[config.mk]
export PLATFORM = sky130hd
export DESIGN_NAME = buffer_pool_free_list_unit_flat
export DESIGN_NICKNAME = d
export VERILOG_FILES = /design/src/rtl/core/bpfl_pkg.sv /design/src/rtl/core/bpfl_if.sv /design/src/rtl/core/bpfl_ram.sv /design/src/rtl/core/bpfl_ctrl.sv /design/src/rtl/core/buffer_pool_free_list_unit.sv /design/src/flat_wrapper.sv
export SDC_FILE = /design/constraint.sdc
export NUM_CORES = 1
export LEC_CHECK = 0
export BUFFER_PORTS_ARGS = -buffer_cell sky130_fd_sc_hd__clkbuf_2
export CORE_MARGIN = 2
export CORE_UTILIZATION = 50
export CTS_CLUSTER_DIAMETER = 40
export CTS_CLUSTER_SIZE = 12
export DETAILED_ROUTE_END_ITERATION = 8
export GPL_TIMING_DRIVEN = 0
export PLACE_DENSITY_LB_ADDON = 0.05
export SLEW_MARGIN = 20
export SYNTH_ARGS = -nofsm -noshare
export SYNTH_HDL_FRONTEND = slang
export SYNTH_SLANG_ARGS = --single-unit
[constraint.sdc]
create_clock -name clk -period 4.6 [get_ports clk]
set_clock_uncertainty 0.15 [all_clocks]
set_input_delay 1.38 -clock clk [delete_from_list [all_inputs] [get_ports clk]]
set_output_delay 1.38 -clock clk [all_outputs]
set_load 0.01 [all_outputs]
[src/rtl/core/bpfl_pkg.sv]
// Package for the buffer pool free list unit.
// Holds the pool sizing constants, the operation and status codes and the register map.
// No dependencies.
package bpfl_pkg;

  localparam int MAX_BUFFERS = 64;
  localparam int IDX_W       = (MAX_BUFFERS > 1) ? $clog2(MAX_BUFFERS) : 1;
  localparam int CNT_W       = $clog2(MAX_BUFFERS + 1);
  localparam int CFG_W       = 7;
  localparam int KIND_W      = 3;

  localparam int APB_ADDR_W  = 3;
  localparam int APB_DATA_W  = 32;
  localparam int REG_IDX_W   = APB_ADDR_W - 2;

  localparam logic [REG_IDX_W-1:0] REG_BUFFER_COUNT = '0;

  typedef enum logic [KIND_W-1:0] {
    OP_INIT     = 3'd0,
    OP_GET      = 3'd1,
    OP_COMPLETE = 3'd2,
    OP_RELEASE  = 3'd3,
    OP_RESET    = 3'd4
  } op_kind_t;

  typedef enum logic [1:0] {
    ST_OK        = 2'd0,
    ST_BAD_STATE = 2'd1,
    ST_NOT_FOUND = 2'd2,
    ST_RANGE     = 2'd3
  } status_t;

endpackage

[src/rtl/core/bpfl_if.sv]
// Request and response channel interfaces of the buffer pool free list unit.
// Depends on bpfl_pkg.
interface bpfl_req_if;
  import bpfl_pkg::*;
  logic                valid;
  logic                ready;
  logic [KIND_W-1:0]   kind;
  logic [IDX_W-1:0]    rel_index;

  modport source (output valid, output kind, output rel_index, input ready);
  modport sink   (input valid, input kind, input rel_index, output ready);
endinterface

interface bpfl_rsp_if;
  import bpfl_pkg::*;
  logic                valid;
  logic                ready;
  status_t             status;
  logic [IDX_W-1:0]    result_index;
  logic                in_progress;
  logic [CNT_W-1:0]    free_count;

  modport source (output valid, output status, output result_index, output in_progress,
                  output free_count, input ready);
  modport sink   (input valid, input status, input result_index, input in_progress,
                  input free_count, output ready);
endinterface

[src/rtl/core/bpfl_ram.sv]
// Generic single-write, single-read synchronous RAM with registered read data.
// No dependencies.
module bpfl_ram #(
  parameter int WIDTH = 8,
  parameter int DEPTH = 16
) (
  input  logic                                        clk,
  input  logic                                        we,
  input  logic [((DEPTH > 1) ? $clog2(DEPTH) : 1)-1:0] waddr,
  input  logic [WIDTH-1:0]                            wdata,
  input  logic                                        re,
  input  logic [((DEPTH > 1) ? $clog2(DEPTH) : 1)-1:0] raddr,
  output logic [WIDTH-1:0]                            rdata
);
  logic [WIDTH-1:0] mem [DEPTH];

  always_ff @(posedge clk) begin
    if (we) begin
      mem[waddr] <= wdata;
    end
    if (re) begin
      rdata <= mem[raddr];
    end
  end
endmodule

[src/rtl/core/bpfl_ctrl.sv]
// Free list sequencer: decodes operations, pops and pushes the stack memory,
// keeps the free marks in a second memory, the current buffer and the response register.
// Depends on bpfl_pkg, bpfl_if and bpfl_ram.
module bpfl_ctrl (
  input  logic                    clk,
  input  logic                    rst,
  input  logic [bpfl_pkg::CFG_W-1:0] buffer_count,
  bpfl_req_if.sink                req,
  bpfl_rsp_if.source              rsp
);
  import bpfl_pkg::*;

  typedef enum logic [1:0] {S_IDLE, S_EXEC, S_WALK, S_FIN} state_t;

  state_t               state;
  logic [KIND_W-1:0]    op_kind;
  logic [IDX_W-1:0]     op_idx;
  logic [CNT_W-1:0]     depth;
  logic [CNT_W-1:0]     pool_size;
  logic [CNT_W-1:0]     walk_idx;
  logic                 cur_valid;
  logic [IDX_W-1:0]     cur_index;

  logic                 rsp_valid;
  status_t              rsp_status;
  logic [IDX_W-1:0]     rsp_index;
  logic                 rsp_busy;
  logic [CNT_W-1:0]     rsp_count;

  // stack memory
  logic                 mem_we;
  logic [IDX_W-1:0]     mem_waddr;
  logic [IDX_W-1:0]     mem_wdata;
  logic                 mem_re;
  logic [IDX_W-1:0]     mem_raddr;
  logic [IDX_W-1:0]     mem_rdata;

  // free mark memory
  logic                 mark_we;
  logic [IDX_W-1:0]     mark_waddr;
  logic [0:0]           mark_wdata;
  logic                 mark_re;
  logic [IDX_W-1:0]     mark_raddr;
  logic [0:0]           mark_rdata;

  // single-item decode results
  status_t              status_c;
  logic [IDX_W-1:0]     res_c;
  logic                 cv_c;
  logic [IDX_W-1:0]     ci_c;
  logic [CNT_W-1:0]     depth_c;
  logic                 push_c;
  logic                 pop_c;

  logic                 out_free;
  logic                 accept;
  logic                 walk_done;
  logic                 walk_push;
  logic                 stack_room;
  logic                 rsp_load;
  logic [CNT_W-1:0]     sat_count;

  assign out_free   = !rsp_valid || rsp.ready;
  assign req.ready  = (state == S_IDLE);
  assign accept     = req.valid && req.ready;
  assign stack_room = (depth < CNT_W'(MAX_BUFFERS));
  assign walk_done  = (walk_idx == pool_size);
  assign walk_push  = ((op_kind == OP_INIT) || !mark_rdata[0]) && stack_room;
  assign sat_count  = (32'(buffer_count) > 32'(MAX_BUFFERS)) ? CNT_W'(MAX_BUFFERS)
                                                             : CNT_W'(buffer_count);
  assign rsp_load   = out_free &&
                      (((state == S_EXEC) && (op_kind != OP_INIT) && (op_kind != OP_RESET)) ||
                       (state == S_FIN));

  // pop address is read speculatively on accept; no write is pending then
  assign mem_re    = accept;
  assign mem_raddr = IDX_W'(depth - CNT_W'(1));
  assign mem_waddr = depth[IDX_W-1:0];
  assign mem_wdata = (state == S_WALK) ? walk_idx[IDX_W-1:0] : op_idx;
  assign mem_we    = ((state == S_EXEC) && out_free && push_c) ||
                     ((state == S_WALK) && !walk_done && walk_push);

  // release mark is read on accept; the reset walk reads one index ahead of walk_idx
  assign mark_re    = accept || ((state == S_EXEC) && (op_kind == OP_RESET)) ||
                      (state == S_WALK);
  assign mark_raddr = (state == S_IDLE) ? req.rel_index :
                      (state == S_EXEC) ? '0 : IDX_W'(walk_idx + CNT_W'(1));
  assign mark_we    = mem_we || ((state == S_EXEC) && out_free && pop_c);
  assign mark_waddr = (state == S_WALK) ? walk_idx[IDX_W-1:0] : (pop_c ? mem_rdata : op_idx);
  assign mark_wdata = pop_c ? 1'b0 : 1'b1;

  bpfl_ram #(
    .WIDTH (IDX_W),
    .DEPTH (MAX_BUFFERS)
  ) u_stack (
    .clk   (clk),
    .we    (mem_we),
    .waddr (mem_waddr),
    .wdata (mem_wdata),
    .re    (mem_re),
    .raddr (mem_raddr),
    .rdata (mem_rdata)
  );

  bpfl_ram #(
    .WIDTH (1),
    .DEPTH (MAX_BUFFERS)
  ) u_marks (
    .clk   (clk),
    .we    (mark_we),
    .waddr (mark_waddr),
    .wdata (mark_wdata),
    .re    (mark_re),
    .raddr (mark_raddr),
    .rdata (mark_rdata)
  );

  always_comb begin
    status_c = ST_OK;
    res_c    = '0;
    cv_c     = cur_valid;
    ci_c     = cur_index;
    depth_c  = depth;
    push_c   = 1'b0;
    pop_c    = 1'b0;
    unique case (op_kind)
      OP_INIT, OP_RESET: begin
        status_c = ST_OK;
      end
      OP_GET: begin
        if (cur_valid) begin
          status_c = ST_BAD_STATE;
        end else if (depth == '0) begin
          status_c = ST_NOT_FOUND;
        end else begin
          pop_c   = 1'b1;
          depth_c = depth - CNT_W'(1);
          res_c   = mem_rdata;
          ci_c    = mem_rdata;
          cv_c    = 1'b1;
        end
      end
      OP_COMPLETE: begin
        if (!cur_valid) begin
          status_c = ST_BAD_STATE;
        end else begin
          res_c = cur_index;
          cv_c  = 1'b0;
        end
      end
      OP_RELEASE: begin
        if (CNT_W'(op_idx) >= pool_size) begin
          status_c = ST_RANGE;
        end else if (mark_rdata[0]) begin
          status_c = ST_NOT_FOUND;
        end else begin
          if (cur_valid && (cur_index == op_idx)) begin
            cv_c = 1'b0;
          end
          if (stack_room) begin
            push_c  = 1'b1;
            depth_c = depth + CNT_W'(1);
          end
        end
      end
      default: begin
        status_c = ST_BAD_STATE;
      end
    endcase
  end

  always_ff @(posedge clk) begin
    if (rst) begin
      state     <= S_IDLE;
      depth     <= '0;
      pool_size <= '0;
      cur_valid <= 1'b0;
      cur_index <= '0;
      rsp_valid <= 1'b0;
    end else begin
      if (rsp_load) begin
        rsp_valid <= 1'b1;
      end else if (rsp.ready) begin
        rsp_valid <= 1'b0;
      end
      unique case (state)
        S_IDLE: begin
          if (accept) begin
            op_kind <= req.kind;
            op_idx  <= req.rel_index;
            state   <= S_EXEC;
          end
        end
        S_EXEC: begin
          if (op_kind == OP_INIT) begin
            // marks at or above the new pool size are never read, so only the walk writes them
            pool_size <= sat_count;
            depth     <= '0;
            cur_valid <= 1'b0;
            cur_index <= '0;
            walk_idx  <= '0;
            state     <= S_WALK;
          end else if (op_kind == OP_RESET) begin
            cur_valid <= 1'b0;
            walk_idx  <= '0;
            state     <= S_WALK;
          end else if (out_free) begin
            depth      <= depth_c;
            cur_valid  <= cv_c;
            cur_index  <= ci_c;
            rsp_status <= status_c;
            rsp_index  <= res_c;
            rsp_busy   <= cv_c;
            rsp_count  <= depth_c;
            state      <= S_IDLE;
          end
        end
        S_WALK: begin
          if (walk_done) begin
            state <= S_FIN;
          end else begin
            if (walk_push) begin
              depth <= depth + CNT_W'(1);
            end
            walk_idx <= walk_idx + CNT_W'(1);
          end
        end
        S_FIN: begin
          if (out_free) begin
            rsp_status <= ST_OK;
            rsp_index  <= '0;
            rsp_busy   <= cur_valid;
            rsp_count  <= depth;
            state      <= S_IDLE;
          end
        end
        default: begin
          state <= S_IDLE;
        end
      endcase
    end
  end

  assign rsp.valid        = rsp_valid;
  assign rsp.status       = rsp_status;
  assign rsp.result_index = rsp_index;
  assign rsp.in_progress  = rsp_busy;
  assign rsp.free_count   = rsp_count;

  a_depth_le_pool: assert property (@(posedge clk) disable iff (rst)
    depth <= pool_size)
    else $error("free list deeper than pool");

  a_walk_bound: assert property (@(posedge clk) disable iff (rst)
    (state == S_WALK) |-> (walk_idx <= pool_size))
    else $error("walk index past pool size");

  a_accept_exec: assert property (@(posedge clk) disable iff (rst)
    accept |=> (state == S_EXEC))
    else $error("accepted item not executed");

  // a stalled result keeps its fields
  a_rsp_hold: assert property (@(posedge clk) disable iff (rst)
    (rsp_valid && !rsp.ready) |=>
      (rsp_valid && $stable({rsp_status, rsp_index, rsp_busy, rsp_count})))
    else $error("stalled result changed");

endmodule

[src/rtl/core/buffer_pool_free_list_unit.sv]
// Top level of the buffer pool free list unit: APB configuration register and sequencer.
// Depends on bpfl_pkg, bpfl_if, bpfl_ctrl.
//
//   channel  dir  handshake       payload
//   req      in   valid/ready     kind, rel_index
//   rsp      out  valid/ready     status, result_index, in_progress, free_count
//   apb      in   psel/penable    paddr, pwdata (write), prdata (read), pready tied high
//
// Get, complete, release and unknown kinds: the result is registered once rsp is free and
// the next item is accepted only after that; the stack and mark reads issued at accept
// feed the decode.
// Init and reset: one index per cycle through the stack write port, then the result is
// registered once rsp is free; the reset walk reads each free mark one index ahead.
// rst is synchronous; free marks are not cleared, since init writes the mark of every
// pooled index and no mark at or above pool_size is ever read.
// A stalled rsp holds the finished result; the next item is accepted meanwhile. Init and
// reset walk at once; other kinds wait to commit until the response register frees.
module buffer_pool_free_list_unit (
  input  logic                              clk,
  input  logic                              rst,
  bpfl_req_if.sink                          req,
  bpfl_rsp_if.source                        rsp,
  input  logic                              psel,
  input  logic                              penable,
  input  logic                              pwrite,
  input  logic [bpfl_pkg::APB_ADDR_W-1:0]   paddr,
  input  logic [bpfl_pkg::APB_DATA_W-1:0]   pwdata,
  output logic [bpfl_pkg::APB_DATA_W-1:0]   prdata,
  output logic                              pready
);
  import bpfl_pkg::*;

  logic [CFG_W-1:0]     buffer_count;
  logic [REG_IDX_W-1:0] reg_sel;
  logic                 cfg_wr;

  assign pready  = 1'b1;
  assign reg_sel = paddr[APB_ADDR_W-1:2];
  assign cfg_wr  = psel && penable && pwrite && pready;

  always_ff @(posedge clk) begin
    if (rst) begin
      buffer_count <= '0;
    end else if (cfg_wr && (reg_sel == REG_BUFFER_COUNT)) begin
      buffer_count <= pwdata[CFG_W-1:0];
    end
  end

  always_comb begin
    unique case (reg_sel)
      REG_BUFFER_COUNT: prdata = APB_DATA_W'(buffer_count);
      default:          prdata = '0;
    endcase
  end

  bpfl_ctrl u_ctrl (
    .clk          (clk),
    .rst          (rst),
    .buffer_count (buffer_count),
    .req          (req),
    .rsp          (rsp)
  );

endmodule

[src/flat_wrapper.sv]
// flat-port wrapper written by rule: the top's interface ports become plain ports
module buffer_pool_free_list_unit_flat import bpfl_pkg::*;
  (clk, rst, psel, penable, pwrite, paddr, pwdata, prdata, pready, req_valid, req_kind, req_rel_index, req_ready, rsp_valid, rsp_status, rsp_result_index, rsp_in_progress, rsp_free_count, rsp_ready);
  bpfl_req_if req_i ();
  bpfl_rsp_if rsp_i ();
  input  logic clk;
  input  logic rst;
  input  logic psel;
  input  logic penable;
  input  logic pwrite;
  input  logic [bpfl_pkg::APB_ADDR_W-1:0] paddr;
  input  logic [bpfl_pkg::APB_DATA_W-1:0] pwdata;
  output logic [bpfl_pkg::APB_DATA_W-1:0] prdata;
  output logic pready;
  input wire logic [$bits(req_i.valid)-1:0] req_valid;
  input wire logic [$bits(req_i.kind)-1:0] req_kind;
  input wire logic [$bits(req_i.rel_index)-1:0] req_rel_index;
  output wire logic [$bits(req_i.ready)-1:0] req_ready;
  output wire logic [$bits(rsp_i.valid)-1:0] rsp_valid;
  output wire logic [$bits(rsp_i.status)-1:0] rsp_status;
  output wire logic [$bits(rsp_i.result_index)-1:0] rsp_result_index;
  output wire logic [$bits(rsp_i.in_progress)-1:0] rsp_in_progress;
  output wire logic [$bits(rsp_i.free_count)-1:0] rsp_free_count;
  input wire logic [$bits(rsp_i.ready)-1:0] rsp_ready;
  assign req_i.valid = req_valid;
  assign req_i.kind = req_kind;
  assign req_i.rel_index = req_rel_index;
  assign req_ready = req_i.ready;
  assign rsp_valid = rsp_i.valid;
  assign rsp_status = rsp_i.status;
  assign rsp_result_index = rsp_i.result_index;
  assign rsp_in_progress = rsp_i.in_progress;
  assign rsp_free_count = rsp_i.free_count;
  assign rsp_i.ready = rsp_ready;
  buffer_pool_free_list_unit u_core (.clk(clk), .rst(rst), .req(req_i), .rsp(rsp_i), .psel(psel), .penable(penable), .pwrite(pwrite), .paddr(paddr), .pwdata(pwdata), .prdata(prdata), .pready(pready));
endmodule
==> impl_metrics.prom <==
# TYPE chip_impl_metric gauge
chip_impl_metric{name="grt_util_met1",unit="%"} 32.32
chip_impl_metric{name="num-nets-final",unit=""} 1599
chip_impl_metric{name="yosys-mux-area-fraction",unit="%"} 14.85
chip_impl_metric{name="synth.yosys.seq_area_share",unit="%"} 67.79
chip_impl_metric{name="detailed_place.area",unit="µm²"} 23740
chip_impl_metric{name="cts_max_level",unit=""} 3
chip_impl_metric{name="grt_use_met2",unit="%"} 36.78
chip_impl_metric{name="async_flop_share",unit="%"} 0
chip_impl_metric{name="clkSlewWorstSetupHoldPaths",unit="ns"} 0.05
chip_impl_metric{name="layout-drive-gt1-share",unit="%"} 27.78
chip_impl_metric{name="wp_data_required",unit="ns"} 4.68
chip_impl_metric{name="vias",unit=""} 12670
chip_impl_info{name="path_class",value="flop to flop"} 1
chip_impl_metric{name="worstPathMaxFanout",unit=""} 8
chip_impl_metric{name="power_per_cell_area",unit="nW/µm²"} 448.4
chip_impl_metric{name="post_layout_nonfiller_instances",unit=""} 2176
chip_impl_metric{name="initial_core_util",unit="%"} 50.74
chip_impl_info{name="timing.critical_path.to_type",value="flop"} 1
chip_impl_info{name="ys_top_cells_by_area",value="edfxtp_1, mux4_2, dfxtp_1, nor2_1, mux2i_1"} 1
chip_impl_metric{name="synth_enable_flop_cells",unit=""} 487
chip_impl_metric{name="synth-adder-area-share",unit="%"} 0.8346
chip_impl_metric{name="post-route-period-util",unit="%"} 100.3
chip_impl_metric{name="drt-pass1-iter-count",unit=""} 6
chip_impl_metric{name="num_rows",unit=""} 77
chip_impl_metric{name="r2r.worst_path.cells",unit=""} 9
chip_impl_info{name="outcome",value="finished, violations left"} 1
chip_impl_metric{name="synth.ff_latch_count",unit=""} 518
chip_impl_metric{name="tritoncts.num_buffers",unit=""} 71
chip_impl_metric{name="postRouteWirelength",unit="mm"} 52.86
chip_impl_metric{name="io_pins",unit=""} 102
chip_impl_metric{name="grt_first_pass_wirelength",unit="mm"} 79.85
chip_impl_metric{name="worst_ep_arrival_time",unit="ns"} 4.69
chip_impl_metric{name="reg2reg_setup_slack",unit="ns"} -0.02
chip_impl_metric{name="hold_buf_cts",unit=""} 0
chip_impl_metric{name="numPortBuffers",unit=""} 47
chip_impl_info{name="synthDominantAreaCellType",value="edfxtp_1"} 1
chip_impl_metric{name="grt_util_met3",unit="%"} 4.449
chip_impl_metric{name="number_of_global_route_vias_before_repair",unit=""} 12780
chip_impl_metric{name="layout.cell_area.non_filler",unit="µm²"} 26190
chip_impl_metric{name="antenna_left",unit=""} 0
chip_impl_metric{name="route.detailed.wl_per_inst",unit="µm"} 24.29
chip_impl_info{name="timing.critical_path.from",value="u_core.u_ctrl.op_idx[0]"} 1
chip_impl_metric{name="detailed_place_hpwl",unit="mm"} 35.46
chip_impl_metric{name="drc",unit=""} 0
chip_impl_metric{name="number_of_antenna_repair_diodes",unit=""} 0
chip_impl_metric{name="synth.top_cell.area_share",unit="%"} 65.03
chip_impl_metric{name="clock-sinks",unit=""} 518
chip_impl_metric{name="core_area",unit="µm²"} 44320
chip_impl_metric{name="synth_compound_area_share",unit="%"} 4.646
chip_impl_info{name="critPathSlowestCell",value="nor2_1"} 1
chip_impl_metric{name="timing.final.setup_violations",unit=""} 6
chip_impl_metric{name="fmax",unit="GHz"} 0.2167
chip_impl_info{name="grt-busiest-layer",value="met2"} 1
chip_impl_info{name="synthFlopType",value="edfxtp_1"} 1
chip_impl_metric{name="yosys_warnings",unit=""} 0
chip_impl_metric{name="critical_path.max_stage_delay",unit="ns"} 0.64
chip_impl_info{name="netlist_top_cells_count",value="edfxtp_1, nor2_1, mux4_2"} 1
chip_impl_metric{name="synth_xor_area_share",unit="%"} 1.085
chip_impl_metric{name="dp_cells",unit=""} 2052
chip_impl_metric{name="max-slew-margin-rel",unit="%"} 32.61
chip_impl_metric{name="clock_latency",unit="ns"} 0.60
chip_impl_metric{name="synth.avg_cell_area",unit="µm²"} 16.27
chip_impl_metric{name="tightest_slew",unit="ns"} 1.002
chip_impl_metric{name="timing_hold_violations_final",unit=""} 0
chip_impl_metric{name="grt.overflow.total",unit=""} 0
chip_impl_info{name="rsz0062_at_grt",value="yes"} 1
chip_impl_metric{name="p_leak",unit="µW"} 0.008315
chip_impl_metric{name="grt_antenna_before_repair",unit=""} 0
chip_impl_metric{name="syn2layout_area_growth",unit="%"} 16.48
chip_impl_metric{name="design.die.area",unit="µm²"} 46690
chip_impl_metric{name="preCtsSetupSlack",unit="ns"} -0.7371
chip_impl_metric{name="synth_cells",unit=""} 1382
chip_impl_info{name="cts-root-buf",value="clkbuf_16"} 1
chip_impl_metric{name="chipHeight",unit="µm"} 216.1
chip_impl_info{name="yosysMostFrequentCell",value="edfxtp_1"} 1
chip_impl_metric{name="die_w",unit="µm"} 216.1
chip_impl_metric{name="drt_first_iter_violations",unit=""} 1220
chip_impl_info{name="violations",value="setup timing"} 1
chip_impl_info{name="cp-start-kind",value="flop"} 1
chip_impl_info{name="worstReg2RegEnd",value="u_core.u_ctrl.u_stack.mem[42][2]"} 1
chip_impl_info{name="path_cells",value="inv_1, ha_1, nand2b_1, a211oi_1, o221ai_1, o32ai_4, nor2b_1, nand2_1, nor2_1"} 1
chip_impl_metric{name="period_needed",unit="ns"} 4.615
chip_impl_info{name="r2r_start",value="u_core.u_ctrl.op_idx[0]"} 1
chip_impl_metric{name="postLayoutSetupSlackWorst",unit="ns"} -0.01543
chip_impl_metric{name="ir_drop",unit="V"} 0.0003253
chip_impl_metric{name="finalMaxSlewViolations",unit=""} 0
chip_impl_metric{name="yosysUniqueCellTypes",unit=""} 76
chip_impl_info{name="hold_path.class",value="flop to flop"} 1
chip_impl_metric{name="synth_area",unit="µm²"} 22490
chip_impl_metric{name="vias_per_cell",unit=""} 5.820
chip_impl_metric{name="yosys.area_share.simple",unit="%"} 7.923
chip_impl_info{name="tritoncts_clock_tree",value="yes"} 1
chip_impl_metric{name="cap_viol_max_count",unit=""} 0
chip_impl_metric{name="pin_count_of_the_biggest_net_entering_global_routing",unit=""} 71
chip_impl_info{name="critPathCapture",value="u_core.u_ctrl.u_stack.mem[42][2]"} 1
chip_impl_metric{name="cts-root-to-sink-buffers",unit=""} 3
chip_impl_metric{name="routability_driven_placement_congestion_ratio",unit=""} 0.8909
chip_impl_metric{name="total_global_route_track_usage",unit="%"} 23.13
chip_impl_info{name="synth_top_family_by_area",value="multiplexers"} 1
==> power breakdown <==
part           switching, µW  internal, µW
logic                    763           508
registers               40.0          5220
clock network           2080          3140
==> critical path: cells and delay by family (launching register included) <==
| kind | cells | cell delay, ns |
|---|---|---|
| adders and majority gates | 1 | 0.24 |
| buffers and inverters | 1 | 0.16 |
| DFF | 1 | 0.47 |
| and+or+nand+nor | 4 | 1.63 |
| AOI/OAI and AO/OA | 3 | 1.58 |
==> worst min-delay path by stage <==
| stage | cells after the start | start | slack [ns] | end |
|---|---|---|---|---|
| global placement | 2 | u_core.buffer_count[3] | 0.35 | u_core.u_ctrl.pool_size[3] |
| CTS | 2 | u_core.buffer_count[0] | 0.35 | u_core.u_ctrl.pool_size[0] |
| finish | 2 | u_core.buffer_count[1] | 0.35 | u_core.u_ctrl.pool_size[1] |
| global route | 2 | u_core.buffer_count[1] | 0.39 | u_core.u_ctrl.pool_size[1] |
| floorplan | 2 | u_core.u_ctrl.pool_size[1] | 0.31 | u_core.u_ctrl.pool_size[1] |
| detailed placement | 2 | u_core.buffer_count[1] | 0.35 | u_core.u_ctrl.pool_size[1] |
==> registers in the layout, summed over array words and instances, names as in the netlist, 3 cells and up <==
register	cells
u_core.buffer_count	7
u_core.u_ctrl.cur_index	6
u_core.u_ctrl.u_stack.mem	384
u_core.u_ctrl.rsp.result_index	6
u_core.u_ctrl.walk_idx	7
u_core.u_ctrl.pool_size	7
u_core.u_ctrl.depth	7
u_core.u_ctrl.op_kind	3
u_core.u_ctrl.u_marks.mem	64
u_core.u_ctrl.rsp.free_count	7
u_core.u_ctrl.u_stack.rdata	6
u_core.u_ctrl.op_idx	6
==> placed cells by master (no fill, tap or decap), types with 29 or more instances in the layout <==
cell	n
dfxtp_1	31
buf_4	31
nor2_2	32
edfxtp_1	487
a21oi_1	33
nand2_1	72
clkbuf_16	74
mux2i_1	29
clkbuf_2	53
mux4_2	128
nor2_1	129
clkbuf_1	42
==> timing repair <==
item | in CTS | in global routing
pin swaps | 0 | 1
buffers inserted | 0 | 1
endpoints found under the setup margin | 130 | 397
gates resized for setup | 21 | 39
==> layer usage <==
layer	routed length, µm	up-vias
li1	-	5671
met3	3359	107
met2	25320	453
met5	0	-
met1	22560	6434
met4	1628	0
==> stage by stage <==
| step | hold WS (ns) | setup TNS [ns] | utilization (%) | power, µW |
|---|---|---|---|---|
| 5_1_grt | 0.3856 | -7.281 | 59.10 | 12100 |
| 4_1_cts | 0.3546 | -5.374 | 58.78 | 11820 |
| 3_3_place_gp | 0.3478 | -206.87 | 53.15 | 6589 |
| 6_report | 0.3539 | -0.07535 | 59.10 | 11740 |
| 3_5_place_dp | 0.3530 | -16.64 | 53.56 | 6610 |
| 2_1_floorplan | 0.3074 | 0 | - | 6187 |
==> cell families after synthesis <==
group	Yosys count
AO/OA/AOI/OAI	149
XOR/XNOR	27
adder cells (fa/ha/maj)	15
buffers and inverters	127
AND/OR/NAND/NOR	373
other	2
flip-flops	518
multiplexers	171
==> layout make-up <==
type / instances / area [µm²]
Fill cell: 3413 / 18130
Clock inverter: 44 / 389.1
Timing Repair Buffer: 55 / 392.9
Sequential cell: 518 / 15240
Inverter: 21 / 81.33
Multi-Input combinational cell: 761 / 6894
Buffer: 105 / 574.3
Clock buffer: 80 / 1874
Tap cell: 592 / 740.7
Power figures use the tool's default switching activity.
